===== src/hdl/gnpe_pkg.sv =====
`timescale 1ns / 1ps
package gnpe_pkg;

  localparam int unsigned GRAD_W  = 32;
  localparam int unsigned FRAC_W  = 17;              // Q0.16 with room for 1.0
  localparam int unsigned DOT_W   = 36;              // Q.30 dot products and blends
  localparam int unsigned LERP_W  = DOT_W + FRAC_W + 2;
  localparam int unsigned DISP_W  = DOT_W + 10;
  localparam int unsigned Q_DEPTH = 4;
  localparam int unsigned Q_CNT_W = 3;
  localparam int unsigned Q_PTR_W = 2;

  typedef enum logic {
    OP_LOAD = 1'b0,
    OP_EVAL = 1'b1
  } op_e;

  // Corner order: bottom-left, bottom-right, top-left, top-right
  typedef struct packed {
    logic [3:0][GRAD_W-1:0] grad;
    logic [FRAC_W-1:0]      fx;
    logic [FRAC_W-1:0]      fy;
    logic [FRAC_W-1:0]      sx;
    logic [FRAC_W-1:0]      sy;
  } item_t;

  typedef struct packed {
    logic [Q_CNT_W-1:0] count;
    logic               not_empty;
  } q_status_t;

  function automatic logic signed [DOT_W-1:0] corner_dot(
    input logic [GRAD_W-1:0]  word,
    input logic signed [17:0] dx,
    input logic signed [17:0] dy
  );
    logic signed [DOT_W-1:0] gx;
    logic signed [DOT_W-1:0] gy;
    gx = DOT_W'($signed(word[15:0]));
    gy = DOT_W'($signed(word[31:16]));
    return gx * DOT_W'(dx) + gy * DOT_W'(dy);
  endfunction

  // a + trunc((b - a) * s / 2^16), truncation toward zero
  function automatic logic signed [DOT_W-1:0] lerp(
    input logic signed [DOT_W-1:0] a,
    input logic signed [DOT_W-1:0] b,
    input logic [FRAC_W-1:0]       s
  );
    logic signed [DOT_W:0]    diff;
    logic signed [LERP_W-1:0] p;
    logic signed [LERP_W-1:0] q;
    diff = (DOT_W+1)'(b) - (DOT_W+1)'(a);
    p    = LERP_W'(diff) * LERP_W'($signed({1'b0, s}));
    if (p < 0) begin
      q = (p + LERP_W'(65535)) >>> 16;
    end else begin
      q = p >>> 16;
    end
    return a + DOT_W'(q);
  endfunction

endpackage


===== src/hdl/gnpe_queue.sv =====
`timescale 1ns / 1ps
module gnpe_queue (
  input  logic                clk_i,
  input  logic                rst_ni,
  input  logic                push_i,
  input  gnpe_pkg::item_t     push_item_i,
  input  logic                pop_i,
  output gnpe_pkg::item_t     pop_item_o,
  output gnpe_pkg::q_status_t status_o
);
  import gnpe_pkg::*;

  item_t              slot_q [Q_DEPTH];
  logic [Q_PTR_W-1:0] wr_ptr_q, rd_ptr_q;
  logic [Q_CNT_W-1:0] count_q;

  always_ff @(posedge clk_i or negedge rst_ni) begin
    if (!rst_ni) begin
      wr_ptr_q <= '0;
      rd_ptr_q <= '0;
      count_q  <= '0;
    end else begin
      if (push_i) begin
        wr_ptr_q <= wr_ptr_q + 1'b1;
      end
      if (pop_i) begin
        rd_ptr_q <= rd_ptr_q + 1'b1;
      end
      count_q <= count_q + Q_CNT_W'(push_i) - Q_CNT_W'(pop_i);
    end
  end

  always_ff @(posedge clk_i) begin
    if (push_i) begin
      slot_q[wr_ptr_q] <= push_item_i;
    end
  end

  assign pop_item_o         = slot_q[rd_ptr_q];
  assign status_o.count     = count_q;
  assign status_o.not_empty = (count_q != '0);

endmodule


===== config.mk =====
export PLATFORM = sky130hd
export DESIGN_NAME = gnpe_queue
export DESIGN_NICKNAME = d
export VERILOG_FILES = /design/src/hdl/gnpe_pkg.sv /design/src/hdl/gnpe_queue.sv
export SDC_FILE = /design/constraint.sdc
export NUM_CORES = 1
export LEC_CHECK = 0
export BUFFER_PORTS_ARGS = -buffer_cell sky130_fd_sc_hd__buf_2
export CORE_UTILIZATION = 50
export CTS_BUF_LIST = sky130_fd_sc_hd__clkbuf_8
export CTS_CLUSTER_SIZE = 10
export DETAILED_ROUTE_END_ITERATION = 6
export HOLD_SLACK_MARGIN = 0.02
export PLACE_DENSITY = 0.71
export SYNTH_ARGS = -nofsm -noshare
export SYNTH_HDL_FRONTEND = slang
export SYNTH_SLANG_ARGS = --single-unit

===== constraint.sdc =====
create_clock -name clk_i -period 7.94 [get_ports clk_i]
set_clock_uncertainty 0.05 [all_clocks]
set_input_delay 0.397 -clock clk_i [delete_from_list [all_inputs] [get_ports clk_i]]
set_output_delay 0.397 -clock clk_i [all_outputs]
set_load 0.005 [all_outputs]

# After elaboration in Yosys (flattened, before gate mapping)
# Memory sizes are Yosys's and may differ from the RTL's.
# Index checks and enable logic that the tools add are counted.
[totals]
in_bits = 200
regBits = 7
elab_cells = 11
output_inout_bits = 200
ramBits = 784
n_memories = 1
[mem_list]
columns = ["memory", "depth", "width", "read_ports", "rd_clocked_by_memory_dff", "wr", "line", "rtl"]
rows = [
  ["slot_q", 4, 196, 1, 0, 1, "gnpe_queue.sv:13", "item_t slot_q [Q_DEPTH];"],
]
[op_classes]
mux = 2
n_addsub = 4
n_reduce_logical = 1
[ops]
columns = ["op", "n"]
rows = [
  ["adder 2 x 1 -> 2 bit, second input constant", 2],
  ["adder 3 x 1 -> 3 bit", 1],
  ["nonzero test 3 bit", 1],
  ["subtractor 3 x 1 -> 3 bit", 1],
  ["two-way mux 1 bit", 2],
]

# Logic depth before layout (Yosys ltp)
[logic_depth]
word_depth = 2
depth_mapped = 7
ltp_nobuf = 7

# Worst setup path before layout
# OpenSTA, ideal clock, no wires.
[synth_path]
path_type = "flip-flop to flip-flop"
from = "register wr_ptr_q[0]"
to = "memory slot_q[0][0] (netlist bit), enable pin"
arrival_ns = 5.081
stages_incl_launch_ff = 4
required_ns = 7.310
setup_slack_ns = 2.230
n_path_buf = 0
path_cell_list = "dfrtp_1 -> inv_1 -> ha_1 -> and2_1"
[synth_rtl]
columns = ["element", "line", "rtl"]
rows = [
  ["start: declaration", "gnpe_queue.sv:14", "logic [Q_PTR_W-1:0] wr_ptr_q, rd_ptr_q;"],
  ["start signal: assignment", "gnpe_queue.sv:24", "wr_ptr_q <= wr_ptr_q + 1'b1;"],
  ["end: declaration", "gnpe_queue.sv:13", ""],
]
# No word-level cell before the write port.

==> reports/metrics.cfg <==
[run_status]
status = complete, no violations

[global_route]
grt_max_degree = 103
grt_pass1_vias = 15010
grt-ovfl-total = 0
grt_use_met1_pct = 25.25
antenna_found_initial = 4
busiest_layer = met2
grt_use_total_pct = 19.48
use_met2_pct = 31.51
use_met3_pct = 6.267
grt_pass1_wl_um = 84340

[sta]
slew_violations = 0
fmax_ghz = 0.2444
timing.final.crit_share_pct = 51.53
tns_ns = 0
slew_headroom_pct = 34.91
min_period_ns = 4.092
hold_viol = 0
worst_slack_ns = 3.848
rsz0062_at_grt = no
finalSetupViolCount = 0
tightest_slew_ns = 0.9764

[final_layout]
layout_common_cells = edfxtp_1, buf_2, dlygate4sd3_1, mux4_2, clkbuf_8
drive_above_1_share_pct = 41.01
final_area_um2 = 35590
fin_util_pct = 62.99
multiInputGateArea_um2 = 4607
syn_to_final_growth_pct = 24.25
fill_cells = 3770
final_common_cell = edfxtp_1
nNetsFinal = 1957
seqCellArea_um2 = 23730

[synth]
synth_seq_cells = 791
synth.avg_cell_area_um2 = 27.10
synthesis.area_um2 = 28640
ys_warn_count = 0
yosysSeqAreaShare_pct = 82.80
synth_nets = 1264
syn_inst = 1057
synthDistinctLibCells = 15

[drt]
vias = 13868
dr.pass1.iters = 5
remaining_drc_errors = 0
routed_wl_um = 56770
drtIter0Drc = 993
postRouteAntennaNets = 0
viasPerCell = 5.340
wl_per_cell_um = 21.86

[clocking]
clkSlewWorstSetupHoldPaths_ns = 0.06
cts_root_buf = clkbuf_8
clockBufferDepth = 3
cts_setup_buffers = 0
clock-sinks = 791
cts_tree = yes
htreeDepth = 3
clock_latency_ns = 0.69
cts_resized = 0
cts_inserted_buffers = 121

[worst_setup_path]
reg2reg_to = slot_q[2][133]
criticalPathCategory = reg -> out
reg2reg_depth = 5
cp-start-kind = register
worstSetupEndpointType = output port
worst_ep_required_time_ns = 7.49
path_max_fanout = 44
cp.arrival_ns = 3.64
crit_start = rd_ptr_q[0]
rr_startpoint = wr_ptr_q[0]
ff2ff_setup_slack_ns = 4.71

[floorplan]
dieArea_um2 = 58250
die_x_um = 241.3
rows = 87
initial_core_util_pct = 50.70
design.core.area_um2 = 56500
die_height_um = 241.3
io_pins = 400

[hold_path]
hold_start = push_item_i[119]
hp-class = in -> reg
holdPathEnd = slot_q[0][119]
whs_path_depth = 2

[power]
ir_drop_v = 0.0003885
leakage_nw = 12.38
powerDensity_nw_per_um2 = 337.2

[placement]
placed_area_um2 = 31460
gp_congestion = 0.7473
placement.io_buffers = 399
hpwl_um = 31610
place_ws_ns = 4.434

[job]
maxCapViolCount = 0

[synthesized netlist by cell type (all sizes together)]
master	count	share of area, %
fa	1	0.070
o21ai	1	0.017
and2	4	0.087
edfxtp	784	82
nand2	2	0.026
buf	38	0.99
ha	6	0.26
xnor2	3	0.092
xor2	2	0.061
dfrtp	7	0.61
mux4	196	15
or3	1	0.022
clkbuf	6	0.079
inv	6	0.079
[worst max path at each step]
| stage | slack, ns | cells past startpoint | to |
|---|---|---|---|
| 2_1_floorplan | 2.23 | 3 | slot_q[0][0] |
| 6_report | 3.85 | 4 | pop_item_o[120] |
| 5_1_grt | 3.48 | 4 | pop_item_o[124] |
| 4_1_cts | 3.62 | 4 | pop_item_o[75] |
| 3_3_place_gp | 4.43 | 4 | pop_item_o[120] |
| 3_5_place_dp | 4.43 | 4 | pop_item_o[56] |
[kinds of logic after synthesis]
logic type	after synthesis	synth area share, %
multiplexers	196	15.41
adder cells (fa/ha/maj)	7	0.3320
XOR/XNOR	5	0.1529
buffers and inverters	50	1.149
AND/OR/NAND/NOR	7	0.1354
flip-flops	791	82.80
AO/OA/AOI/OAI	1	0.01746
[stage by stage]
step,instances,hold slack [ns],power (mW)
3_3_place_gp,2183,0.1931,9.076
5_1_grt,2594,0.3137,12.61
2_1_floorplan,1057,0.05141,7.915
4_1_cts,2592,0.2928,12.17
3_5_place_dp,2183,0.1978,9.111
6_report,2597,0.3935,12.00
[state kept, by name, summed over array words and instances, names as in the netlist]
| signal | cells |
|---|---|
| count_q | 3 |
| wr_ptr_q | 2 |
| slot_q | 784 |
| rd_ptr_q | 2 |
[critical path, cell delays in order (launching register included)]
cell,delay (ns)
dfrtp_4,0.63
buf_4,0.68
buf_4,0.80
mux4_2,0.61
buf_2,0.15
[power by group]
part	internal [mW]	switching, mW
logic	1.64	1.71
registers	5.47	0.241
clock network	1.50	1.44
total	8.60	3.40
[area by class of cell]
cell class | count | share of cell area [%]
Timing Repair Buffer | 614 | 11.69
Sequential cell | 791 | 66.66
Antenna cell | 5 | 0.03516
Inverter | 6 | 0.06328
Clock inverter | 85 | 1.146
Clock buffer | 124 | 4.795
Multi-Input combinational cell | 216 | 12.94
Tap cell | 756 | 2.658
[routing by layer]
metal | wire (um) | up-vias
li1 | - | 6005
met1 | 22680 | 7266
met2 | 28400 | 499
met3 | 4535 | 96
met4 | 1145 | 2
met5 | 8 | -
[timing repair]
action                                 4_1_cts  5_1_grt
endpoints found under the hold margin      796        0
hold buffers                               200        0
setup endpoints to repair                    0        0
No activity file was read; power rests on OpenSTA's default activity.
